`config.mk`:
```
export PLATFORM = sky130hd
export DESIGN_NAME = deque_with_search_and_delete_core_flat
export DESIGN_NICKNAME = d
export VERILOG_FILES = /design/src/sv/dwsd_pkg.sv /design/src/sv/dwsd_if.sv /design/src/sv/deque_with_search_and_delete_core.sv /design/src/sv/dwsd_cell.sv /design/src/flat_wrapper.sv
export SDC_FILE = /design/constraint.sdc
export NUM_CORES = 2
export LEC_CHECK = 0
export ABC_AREA = 1
export BUFFER_PORTS_ARGS = -buffer_cell sky130_fd_sc_hd__buf_2
export CORE_AREA = 8 8 265 331
export DETAILED_ROUTE_END_ITERATION = 10
export DIE_AREA = 0 0 273 339
export PLACE_DENSITY = 0.69
export SYNTH_ARGS = -nofsm -noshare
export SYNTH_HDL_FRONTEND = slang
export SYNTH_SLANG_ARGS = --single-unit
```
`constraint.sdc`:
```
create_clock -name clock -period 6.1 [get_ports clock]
set_clock_uncertainty 0.15 [all_clocks]
set_input_delay 1.22 -clock clock [delete_from_list [all_inputs] [get_ports clock]]
set_output_delay 1.22 -clock clock [all_outputs]
set_load 0.02 [all_outputs]
```
`src/sv/dwsd_pkg.sv`:
```
`timescale 1ns / 1ps
`default_nettype none

package dwsd_pkg;

   localparam int DEPTH_DEFAULT = 16;

   localparam int OP_W     = 3;
   localparam int HANDLE_W = 16;
   localparam int KEY_W    = 16;
   localparam int STATUS_W = 2;
   localparam int COUNT_W  = 5;

   localparam logic [OP_W-1:0] OP_PUSH_FRONT = 3'd0;
   localparam logic [OP_W-1:0] OP_PUSH_BACK  = 3'd1;
   localparam logic [OP_W-1:0] OP_POP_FRONT  = 3'd2;
   localparam logic [OP_W-1:0] OP_POP_BACK   = 3'd3;
   localparam logic [OP_W-1:0] OP_REMOVE     = 3'd4;
   localparam logic [OP_W-1:0] OP_FIND       = 3'd5;

   localparam logic [STATUS_W-1:0] STATUS_OK    = 2'd0;
   localparam logic [STATUS_W-1:0] STATUS_EMPTY = 2'd1;
   localparam logic [STATUS_W-1:0] STATUS_FULL  = 2'd2;

   typedef struct packed {
      logic [HANDLE_W-1:0] handle;
      logic [KEY_W-1:0]    key_id;
   } entry_type;

   // Per-cycle command broadcast to every cell; flags are already qualified
   // by the request being accepted and by the full and empty conditions.
   typedef struct packed {
      logic                add_front;
      logic                add_back;
      logic                take_front;
      logic                take_back;
      logic                remove;
      logic                find;
      logic [HANDLE_W-1:0] handle;
      logic [KEY_W-1:0]    key_id;
   } cmd_type;

endpackage

`default_nettype wire

```
`src/sv/dwsd_if.sv`:
```
`timescale 1ns / 1ps
`default_nettype none

interface dwsd_req_if;
   logic                          valid;
   logic                          ready;
   logic [dwsd_pkg::OP_W-1:0]     op;
   logic [dwsd_pkg::HANDLE_W-1:0] handle;
   logic [dwsd_pkg::KEY_W-1:0]    key_id;

   modport source (output valid, output op, output handle, output key_id, input ready);
   modport sink (input valid, input op, input handle, input key_id, output ready);
endinterface

interface dwsd_rsp_if;
   logic                          valid;
   logic                          ready;
   logic [dwsd_pkg::STATUS_W-1:0] status;
   logic [dwsd_pkg::HANDLE_W-1:0] out_handle;
   logic [dwsd_pkg::COUNT_W-1:0]  count;

   modport source (output valid, output status, output out_handle, output count,
                   input ready);
   modport sink (input valid, input status, input out_handle, input count,
                 output ready);
endinterface

`default_nettype wire

```
`src/sv/deque_with_search_and_delete_core.sv`:
```
`timescale 1ns / 1ps
`default_nettype none

// Double-ended queue of up to DEPTH handle/key pairs held in a row of cells,
// position 0 at the front. Every cycle one request is taken: push or pop at
// either end, remove by handle, or find by key. Each cell compares its entry
// with the request and shifts to a neighbour in the same cycle, and the first
// match from the front is found by a hit signal passed along the row, so a
// request completes in the cycle it is accepted and its response is registered.
// Requests keep flowing at one per cycle while the response consumer is
// ready; the response register accepts a new request in the cycle its
// current response is taken. The longest path is the hit and handle chain
// through all DEPTH cells.
module deque_with_search_and_delete_core #(
   parameter int DEPTH = dwsd_pkg::DEPTH_DEFAULT
) (
   input  wire logic clock,
   input  wire logic reset,
   dwsd_req_if.sink   req_ch,
   dwsd_rsp_if.source rsp_ch
);
   import dwsd_pkg::*;

   localparam int CNT_W = $clog2(DEPTH + 1);

   logic [CNT_W-1:0]    count_ff;
   logic [CNT_W-1:0]    count_in;
   logic                rsp_valid_ff;
   logic [STATUS_W-1:0] status_ff;
   logic [STATUS_W-1:0] status_in;
   logic [HANDLE_W-1:0] out_handle_ff;
   logic [COUNT_W-1:0]  rsp_count_ff;

   logic    req_fire;
   logic    full;
   logic    empty;
   logic    hit;
   cmd_type cmd;

   entry_type           new_entry;
   entry_type           cell_entry [DEPTH];
   logic                hit_chain  [DEPTH+1];
   logic [HANDLE_W-1:0] res_chain  [DEPTH+1];

   assign req_ch.ready = ~rsp_valid_ff | rsp_ch.ready;
   assign req_fire     = req_ch.valid & req_ch.ready;
   assign full         = count_ff == CNT_W'(DEPTH);
   assign empty        = count_ff == '0;

   always_comb begin
      cmd            = '0;
      cmd.handle     = req_ch.handle;
      cmd.key_id     = req_ch.key_id;
      if (req_fire) begin
         cmd.add_front  = (req_ch.op == OP_PUSH_FRONT) & ~full;
         cmd.add_back   = (req_ch.op == OP_PUSH_BACK) & ~full;
         cmd.take_front = (req_ch.op == OP_POP_FRONT) & ~empty;
         cmd.take_back  = (req_ch.op == OP_POP_BACK) & ~empty;
         cmd.remove     = req_ch.op == OP_REMOVE;
         cmd.find       = req_ch.op == OP_FIND;
      end
   end

   assign new_entry.handle = req_ch.handle;
   assign new_entry.key_id = req_ch.key_id;
   assign hit_chain[0]     = 1'b0;
   assign res_chain[0]     = '0;

   for (genvar i = 0; i < DEPTH; i++) begin : g_cell
      entry_type left_entry;
      entry_type right_entry;

      if (i == 0) begin : g_front
         assign left_entry = new_entry;
      end else begin : g_inner_left
         assign left_entry = cell_entry[i-1];
      end
      if (i == DEPTH - 1) begin : g_back
         assign right_entry = cell_entry[i];
      end else begin : g_inner_right
         assign right_entry = cell_entry[i+1];
      end

      dwsd_cell #(
         .IDX   (i),
         .CNT_W (CNT_W)
      ) u_cell (
         .clock       (clock),
         .cmd         (cmd),
         .count       (count_ff),
         .left_entry  (left_entry),
         .right_entry (right_entry),
         .hit_in      (hit_chain[i]),
         .res_in      (res_chain[i]),
         .entry       (cell_entry[i]),
         .hit_out     (hit_chain[i+1]),
         .res_out     (res_chain[i+1])
      );
   end

   assign hit = hit_chain[DEPTH];

   always_comb begin
      count_in  = count_ff;
      status_in = STATUS_OK;
      unique case (req_ch.op)
         OP_PUSH_FRONT, OP_PUSH_BACK: begin
            if (full) begin
               status_in = STATUS_FULL;
            end else begin
               count_in = count_ff + 1'b1;
            end
         end
         OP_POP_FRONT, OP_POP_BACK: begin
            if (empty) begin
               status_in = STATUS_EMPTY;
            end else begin
               count_in = count_ff - 1'b1;
            end
         end
         OP_REMOVE: begin
            if (hit) begin
               count_in = count_ff - 1'b1;
            end else begin
               status_in = STATUS_EMPTY;
            end
         end
         OP_FIND: begin
            if (!hit) begin
               status_in = STATUS_EMPTY;
            end
         end
         default: begin
            status_in = STATUS_OK;
         end
      endcase
   end

   always_ff @(posedge clock) begin
      if (reset) begin
         count_ff     <= '0;
         rsp_valid_ff <= 1'b0;
      end else if (req_fire) begin
         count_ff     <= count_in;
         rsp_valid_ff <= 1'b1;
      end else if (rsp_ch.ready) begin
         rsp_valid_ff <= 1'b0;
      end
   end

   always_ff @(posedge clock) begin
      if (req_fire) begin
         status_ff     <= status_in;
         out_handle_ff <= res_chain[DEPTH];
         rsp_count_ff  <= COUNT_W'(count_in);
      end
   end

   assign rsp_ch.valid      = rsp_valid_ff;
   assign rsp_ch.status     = status_ff;
   assign rsp_ch.out_handle = out_handle_ff;
   assign rsp_ch.count      = rsp_count_ff;

`ifndef NO_ASSERTIONS
   a_count_bound: assert property (@(posedge clock) disable iff (reset)
      count_ff <= CNT_W'(DEPTH))
      else $error("entry count exceeds depth");

   a_rsp_follows_req: assert property (@(posedge clock) disable iff (reset)
      req_fire |=> rsp_valid_ff)
      else $error("accepted request produced no response");

   a_full_keeps_count: assert property (@(posedge clock) disable iff (reset)
      req_fire && full && (req_ch.op == OP_PUSH_FRONT || req_ch.op == OP_PUSH_BACK)
      |=> status_ff == STATUS_FULL && $stable(count_ff))
      else $error("push on a full store changed the count");
`endif

endmodule

`default_nettype wire

```
`src/sv/dwsd_cell.sv`:
```
`timescale 1ns / 1ps
`default_nettype none

module dwsd_cell #(
   parameter int IDX   = 0,
   parameter int CNT_W = 5
) (
   input  wire logic                          clock,
   input  wire dwsd_pkg::cmd_type             cmd,
   input  wire logic [CNT_W-1:0]              count,
   input  wire dwsd_pkg::entry_type           left_entry,
   input  wire dwsd_pkg::entry_type           right_entry,
   input  wire logic                          hit_in,
   input  wire logic [dwsd_pkg::HANDLE_W-1:0] res_in,
   output dwsd_pkg::entry_type                entry,
   output logic                               hit_out,
   output logic [dwsd_pkg::HANDLE_W-1:0]      res_out
);
   import dwsd_pkg::*;

   entry_type entry_ff;
   entry_type entry_in;
   logic      occupied;
   logic      is_last;
   logic      match;
   logic      first;
   logic      sel;

   assign occupied = count > CNT_W'(IDX);
   assign is_last  = count == CNT_W'(IDX + 1);
   assign match    = occupied && (cmd.find ? (entry_ff.key_id == cmd.key_id)
                                           : (entry_ff.handle == cmd.handle));
   assign hit_out  = hit_in | match;
   assign first    = match & ~hit_in;

   assign sel = (cmd.find & first) | (cmd.take_back & is_last)
              | (cmd.take_front & (IDX == 0));
   assign res_out = res_in | (sel ? entry_ff.handle : '0);
   assign entry   = entry_ff;

   always_comb begin
      entry_in = entry_ff;
      if (cmd.add_front) begin
         entry_in = left_entry;
      end else if (cmd.add_back && count == CNT_W'(IDX)) begin
         entry_in.handle = cmd.handle;
         entry_in.key_id = cmd.key_id;
      end else if (cmd.take_front || (cmd.remove && hit_out)) begin
         // Cells from the match on, or all on front pop, take right entry.
         entry_in = right_entry;
      end
   end

   always_ff @(posedge clock) begin
      entry_ff <= entry_in;
   end

endmodule

`default_nettype wire
```
`src/flat_wrapper.sv`:
```
// flat-port wrapper written by rule: the top's interface ports become plain ports
module deque_with_search_and_delete_core_flat import dwsd_pkg::*;
#(
   parameter int DEPTH = dwsd_pkg::DEPTH_DEFAULT
)
  (clock, reset, req_ch_valid, req_ch_op, req_ch_handle, req_ch_key_id, req_ch_ready, rsp_ch_valid, rsp_ch_status, rsp_ch_out_handle, rsp_ch_count, rsp_ch_ready);
  dwsd_req_if req_ch_i ();
  dwsd_rsp_if rsp_ch_i ();
  input  wire logic clock;
  input  wire logic reset;
  input wire logic [$bits(req_ch_i.valid)-1:0] req_ch_valid;
  input wire logic [$bits(req_ch_i.op)-1:0] req_ch_op;
  input wire logic [$bits(req_ch_i.handle)-1:0] req_ch_handle;
  input wire logic [$bits(req_ch_i.key_id)-1:0] req_ch_key_id;
  output wire logic [$bits(req_ch_i.ready)-1:0] req_ch_ready;
  output wire logic [$bits(rsp_ch_i.valid)-1:0] rsp_ch_valid;
  output wire logic [$bits(rsp_ch_i.status)-1:0] rsp_ch_status;
  output wire logic [$bits(rsp_ch_i.out_handle)-1:0] rsp_ch_out_handle;
  output wire logic [$bits(rsp_ch_i.count)-1:0] rsp_ch_count;
  input wire logic [$bits(rsp_ch_i.ready)-1:0] rsp_ch_ready;
  assign req_ch_i.valid = req_ch_valid;
  assign req_ch_i.op = req_ch_op;
  assign req_ch_i.handle = req_ch_handle;
  assign req_ch_i.key_id = req_ch_key_id;
  assign req_ch_ready = req_ch_i.ready;
  assign rsp_ch_valid = rsp_ch_i.valid;
  assign rsp_ch_status = rsp_ch_i.status;
  assign rsp_ch_out_handle = rsp_ch_i.out_handle;
  assign rsp_ch_count = rsp_ch_i.count;
  assign rsp_ch_i.ready = rsp_ch_ready;
  deque_with_search_and_delete_core #(.DEPTH(DEPTH)) u_core (.clock(clock), .reset(reset), .req_ch(req_ch_i), .rsp_ch(rsp_ch_i));
endmodule
```
== After elaboration in Yosys (flattened, before gate mapping) ==
Cells that the tools add are included.

* Order comparisons: 16
* Muxes and demuxes: 90
* Reduce and logical (&&, ||, !) cells: 84
* $add $sub $neg: 2
* Bitwise operators: 118
* Equal/unequal tests: 53

{| class="wikitable"
|+ Operator list
! kind !! number
|-
| 32-bit two-way mux || 47
|-
| 16-bit == test || 32
|-
| 16-bit two-way mux || 16
|-
| 16-bit OR || 15
|-
| 1-bit bitwise AND || 52
|-
| 1-bit logical AND || 47
|-
| 3-bit nonzero test || 15
|-
| 5-bit by 4-bit == test with 1-bit output, second input constant || 8
|-
| 5-bit by 4-bit greater-than comparator with 1-bit output, second input constant || 8
|-
| 1-bit OR || 33
|-
| 5-bit by 3-bit == test with 1-bit output, second input constant || 4
|-
| 5-bit by 3-bit greater-than comparator with 1-bit output, second input constant || 4
|-
| 1-bit two-way mux || 20
|-
| 1-bit inverter || 18
|-
| 1-bit logical OR || 15
|-
| 5-bit two-way mux || 3
|-
| 5-bit case mux with 3 select lines || 1
|-
| 5-bit by 2-bit == test with 1-bit output, second input constant || 2
|-
| 5-bit by 1-bit greater-than comparator with 1-bit output, second input constant || 2
|-
| 5-bit by 2-bit greater-than comparator with 1-bit output, second input constant || 2
|-
| 3-bit by 2-bit == test with 1-bit output, second input constant || 2
|-
| 3-bit == test, second input constant || 2
|-
| 6-bit two-way mux || 1
|-
| 2-bit case mux with 3 select lines || 1
|-
| other kinds (10) || 13
|}

* Bits of input ports: 39
* Word-level logic and storage cells: 400
* Register bits: 541
* Output and inout bits: 25

== Logic depth before layout (Yosys ltp) ==
* Depth after elaboration: 26
* Mapped depth: 26
* Mapped depth without buffers: 23

== Cells and area by module ==
A second synthesis with hierarchy kept.

* Cell total of the unflattened synthesis: 6566
* Area, all modules: 42529.5 µm²

{| class="wikitable"
|+ Modules (own cells, without submodules)
! module !! cells an instance !! sequential area each (µm²) !! times used !! area each (µm²)
|-
| dwsd_cell (u_core.g_cell[9].u_cell) || 414 || 960.9 || 1 || 2647.5
|-
| dwsd_cell (u_core.g_cell[4].u_cell) || 414 || 960.9 || 1 || 2645.0
|-
| dwsd_cell (u_core.g_cell[6].u_cell) || 417 || 960.9 || 1 || 2635.0
|-
| dwsd_cell (u_core.g_cell[1].u_cell) || 414 || 960.9 || 1 || 2618.8
|-
| dwsd_cell (u_core.g_cell[8].u_cell) || 414 || 960.9 || 1 || 2598.7
|-
| dwsd_cell (u_core.g_cell[10].u_cell) || 417 || 960.9 || 1 || 2591.2
|-
| dwsd_cell (u_core.g_cell[5].u_cell) || 405 || 960.9 || 1 || 2567.5
|-
| dwsd_cell (u_core.g_cell[3].u_cell) || 403 || 960.9 || 1 || 2560.0
|-
| dwsd_cell (u_core.g_cell[15].u_cell) || 404 || 960.9 || 1 || 2556.2
|-
| dwsd_cell (u_core.g_cell[2].u_cell) || 380 || 960.9 || 1 || 2556.2
|-
| dwsd_cell (u_core.g_cell[12].u_cell) || 402 || 960.9 || 1 || 2551.2
|-
| dwsd_cell (u_core.g_cell[0].u_cell) || 404 || 960.9 || 1 || 2529.9
|-
| dwsd_cell (u_core.g_cell[14].u_cell) || 383 || 960.9 || 1 || 2527.4
|-
| dwsd_cell (u_core.g_cell[7].u_cell) || 382 || 960.9 || 1 || 2527.4
|-
| 3 more rows || n/a || n/a || n/a || n/a
|}

== Least setup slack after synthesis ==
No wires, ideal clock.

* Path type: input-to-reg
* Start: input port req_ch_key_id[6]
* End: register u_core.g_cell[10].u_cell.entry_ff (netlist bit u_core.g_cell[10].u_cell.entry[0]), enable pin
* Setup time: 0.466 ns
* Data arrival time: 4.844 ns
* Slack: 0.641 ns
* Buffers on the path: 2
* Data required time: 5.484 ns
* Stages on the path: 12
* Cell sequence: buf_4 -> buf_2 -> xor2_1 -> nor3_1 -> nand3_1 -> a2111oi_0 -> nand2_1 -> nand2_1 -> nand3_1 -> inv_1 -> nor2_4 -> o21ai_0

* Word-level cells in the longest chain between the ends: 16

{| class="wikitable"
|+ Ends and longest elaborated chain
! item !! line !! text
|-
| start, declared || flat_wrapper.sv:14 || <nowiki>input wire logic [$bits(req_ch_i.key_id)-1:0] req_ch_key_id;</nowiki>
|-
| 16-bit == test || dwsd_cell.sv:31 || <nowiki>assign match = occupied && (cmd.find ? (entry_ff.key_id == cmd.key_id)</nowiki>
|-
| 1-bit two-way mux || dwsd_cell.sv:31 ||
|-
| 1-bit logical AND || dwsd_cell.sv:31 ||
|-
| 1-bit OR (9 in a row) || dwsd_cell.sv:33 || <nowiki>assign hit_out = hit_in | match;</nowiki>
|-
| 1-bit OR (*) || dwsd_cell.sv:33 ||
|-
| 1-bit logical AND (*) || dwsd_cell.sv:48 || <nowiki>end else if (cmd.take_front || (cmd.remove && hit_out)) begin</nowiki>
|-
| 1-bit logical OR (*) || dwsd_cell.sv:48 ||
|-
| 3-bit nonzero test (no line) (*) || n/a ||
|-
| end signal, assigned || dwsd_cell.sv:55 || <nowiki>entry_ff <= entry_in;</nowiki>
|-
| end, declared || dwsd_cell.sv:21 || <nowiki>entry_type entry_ff;</nowiki>
|}

Every way passes the cells marked *; elsewhere a longest branch is shown, timed or not.
A chain may end at the register's enable or synchronous reset.

== Final worst setup path ==
* Start: input port req_ch_handle[15]
* End: register u_core.out_handle_ff[8] (netlist: u_core.rsp_ch.out_handle[8]) (data pin)

* Word-level cells in the longest chain between the ends: 23

{| class="wikitable"
|+ Ends and longest elaborated chain
! item !! line !! text
|-
| start, declared || flat_wrapper.sv:13 || <nowiki>input wire logic [$bits(req_ch_i.handle)-1:0] req_ch_handle;</nowiki>
|-
| 16-bit == test || dwsd_cell.sv:32 || <nowiki>: (entry_ff.handle == cmd.handle));</nowiki>
|-
| 1-bit two-way mux || dwsd_cell.sv:31 ||
|-
| 1-bit logical AND || dwsd_cell.sv:31 ||
|-
| 1-bit inverter or 1-bit OR (tied branches) || dwsd_cell.sv:34, dwsd_cell.sv:33 ||
|-
| 1-bit bitwise AND, or another cell as far along || dwsd_cell.sv:34 || <nowiki>assign first = match & ~hit_in;</nowiki>
|-
| 1-bit bitwise AND, or another cell as far along || dwsd_cell.sv:36 || <nowiki>assign sel = (cmd.find & first) | (cmd.take_back & is_last)</nowiki>
|-
| 1-bit OR, or another cell as far along || dwsd_cell.sv:36 ||
|-
| 16-bit two-way mux, or another cell as far along || dwsd_cell.sv:38 || <nowiki>assign res_out = res_in | (sel ? entry_ff.handle : '0);</nowiki>
|-
| 16-bit OR, or another cell as far along (13 in a row) || dwsd_cell.sv:38 ||
|-
| 16-bit OR or 16-bit two-way mux (tied branches) || dwsd_cell.sv:38 ||
|-
| 16-bit OR (*) || dwsd_cell.sv:38 ||
|-
| net u_core.g_cell[15].u_cell.res_out (one bit) || dwsd_cell.sv:17 || <nowiki>output logic [dwsd_pkg::HANDLE_W-1:0] res_out</nowiki>
|-
| end signal, assigned || deque_with_search_and_delete_core.sv:154 || <nowiki>out_handle_ff <= res_chain[DEPTH];</nowiki>
|-
| end, declared || deque_with_search_and_delete_core.sv:31 || <nowiki>logic [HANDLE_W-1:0] out_handle_ff;</nowiki>
|}

Mark *: on every way through the listed nets, which the timed path passes. The rest lies on a longest branch.

==> reports/results.txt <==
TritonCTS Buffers: 66
Syn avg cell area: 7.67 µm²
Slew Limit Fails: 0
Final Hold Viols: 0
Max VDD drop: 0.000215 V
Area share of the largest cell type after synthesis: 43.6%
R2R Path End: u_core.g_cell[9].u_cell.entry[4]
DR pass1 iterations: 5
Port bufs: 63
Pwr Total: 9530 µW
Final wirelength: 123000 µm
Nets: 4727
Final min period: 4.63 ns
Crit. End Element: flip-flop
Yosys warning count: 0
Rows: 118
Clk slew on worst S/H paths: 0.06 ns
Residual DRC count: 0
Sequential area share after synthesis: 44.0%
Avg WL per Cell: 21.2 µm
HP Start: u_core.rsp_ch.valid
Drt initial violations: 3614
Synth unique cells: 52
Flop-to-flop setup slack: 1.83 ns
Worst rel slew slack: 14.3%
WP data arrival: 4.84 ns
Antenna Nets Post-Route: 0
First-pass GRT wire length: 190000 µm
Initial antenna violation count: 5
Finished Layout Cells: 5811
Hold Path Stages: 2
Startpoint Class: primary input
Status: complete, no violations
Vias per std cell: 5.87
Hold endpoint: u_core.rsp_ch.valid
FF/Latch Area: 0.0162 mm²
Commonest non-fill, non-tap cell in the layout: nand2_1
Most frequent cells in the layout: 1427 x nand2_1, 535 x edfxtp_1, 453 x nor2_1, 424 x o21ai_0, 421 x inv_1
Fin area: 0.0399 mm²
Crit share post-route: 75.9%
Setup-failing EPs final: 0
Worst r2r src: u_core.count_ff[0]
Root Buffer: clkbuf_16
GPL Wtd Cong: 0.950
Die Wd: 273 µm
P_leak: 0.0161 µW
Starting Density: 44.7%
Cells after DPL: 5694
Max-cap viol count: 0
Setup TNS: 0 ns
Top cells by area, synth: edfxtp_1 44%, nand2_1 15%, o211ai_1 7.0%
Largest net degree at the start of global routing: 235
Syn Std Cell Area: 0.0368 mm²
Die height: 339 µm
Clock tree buffer depth: 3
CTS Sinks: 541
Core Footprint: 0.0824 mm²
CTS Hold Bufs: 0
RSZ-0062 raised after global routing: no
HPWL Detailed: 86900 µm
Hold Crit Class: reg -> reg
Critical Path Fanout Max: 28
Worst skew pair latency: 0.63 ns
Mapped Cells: 4802
Via count: 34100
Vias in the first global route: 33100
CP required: 6.31 ns
PwrDens: 239 mW/mm²
I/O Pins: 64
Kind of critical path: in -> reg
Yosys top cell by area: edfxtp_1
Post-CTS Setup Bufs: 0
Worst slew pin tran: 1.28 ns
CTS resizes: 0
Area of the multi-input gates: 0.0175 mm²
H-tree depth: 3
Syn nets: 4847
Max Fclk: 0.216 GHz
Fill cell count: 8103
Share of cells above drive strength 1: 7.32%
Total track usage: 25.7%
Area post-placement: 0.0379 mm²
Die ar.: 0.0925 mm²
Synth Register Bits: 541
P&R area growth vs syn: 8.41%
TritonCTS clock tree: built
GRT overflow: 0
Min Hold Slack: 0.364 ns
Worst-case reg-to-reg path depth: 10
-- Yosys cell counts (all sizes together) --
library cell and instances:
o41ai 3, a311oi 1, nor2 472, o31ai 5, nand3 128, dfxtp 6, or2 7, inv 439
nand3b 5, o22ai 5, buf 117, o221ai 5, clkbuf 240, a221oi 7, a31oi 94, a21oi 112
nor3 26, o211ai 346, ha 6, a211oi 2, clkinv 4, nor4 26, a2111oi 1, o2111ai 6
o21ai 435, xnor2 77, nand4 96, xor2 150, nand2 1444, o32ai 2, edfxtp 535
-- area by class of cell --
type	instances	share of cell area, %
diodes	1	0.00627
inverters	443	4.17
well taps	1080	3.39
clock inverters	35	0.686
flip-flops and latches	541	40.5
multi-input cells	3461	43.9
repair buffers	169	2.91
clock buffers	81	4.39
-- cell families after synthesis --
| group | count (synthesis) | synth area share [%] |
|---|---|---|
| compound gates | 1024 | 17.1 |
| flops | 541 | 44.0 |
| fa+ha+maj | 6 | 0.204 |
| simple gates | 2204 | 24.5 |
| buf+inv | 800 | 8.84 |
| xor+xnor | 227 | 5.40 |
-- critical path, cell delays in order --
cell and delay [ns]:
buf_2 0.48, inv_2 0.35, nand2_1 0.14, nand2_1 0.06, nor2_1 0.09, nand2_1 0.06, nor2_1 0.17, nand2_1 0.08
nand2_1 0.08, nand3_2 0.12, nand4_2 0.18, nor3_1 0.08, a21oi_2 0.64, nor2_1 0.08, nor2_1 0.12, nand3_1 0.09
nor2_1 0.20, nand3_1 0.16, nor2_1 0.15, nand3_1 0.09, nor2_1 0.10, nand3_1 0.08
-- power by group --
group,switching (µW),internal (µW)
sequential,137,4300
combinational,873,376
clock,1670,2170
total,2680,6850
-- flip-flops by register name, indices dropped and copies added (netlist names) --
name	cells
u_core.g_cell.u_cell.entry	512
u_core.rsp_ch.out_handle	16
u_core.count_ff	5
u_core.rsp_ch.count	5
u_core.rsp_ch.status	2
u_core.rsp_ch.valid	1
-- how the worst max path moves through the flow --
stage / start / to / slack [ns] / depth (start not counted)
global placement: req_ch_key_id[12] / u_core.rsp_ch.out_handle[1] / 0.85 / 22
global route: req_ch_handle[15] / u_core.rsp_ch.out_handle[7] / 1.13 / 22
floorplan: req_ch_key_id[6] / u_core.g_cell[10].u_cell.entry[0] / 0.64 / 12
finish: req_ch_handle[15] / u_core.rsp_ch.out_handle[8] / 1.47 / 22
detailed placement: req_ch_key_id[12] / u_core.rsp_ch.out_handle[1] / 0.88 / 22
CTS: req_ch_key_id[12] / u_core.rsp_ch.out_handle[1] / 1.53 / 22
-- metal layers --
| metal | track usage [%] | wire length [µm] | up-vias |
|---|---|---|---|
| met3 | 3.40 | 8120 | 318 |
| li1 | - | - | 16000 |
| met2 | 44.5 | 61600 | 1413 |
| met4 | 11.3 | 4910 | 8 |
| met5 | 0 | 50 | - |
| met1 | 31.6 | 48800 | 16400 |
-- stage by stage --
stage                     util [%]  worst slack [ns]
after floorplan                  -             0.641
after global placement        46.0             0.852
after detailed placement      46.0             0.883
after CTS                     48.4              1.53
after global routing          48.4              1.13
final                         48.5              1.47
(Power assumes the default switching activity.)
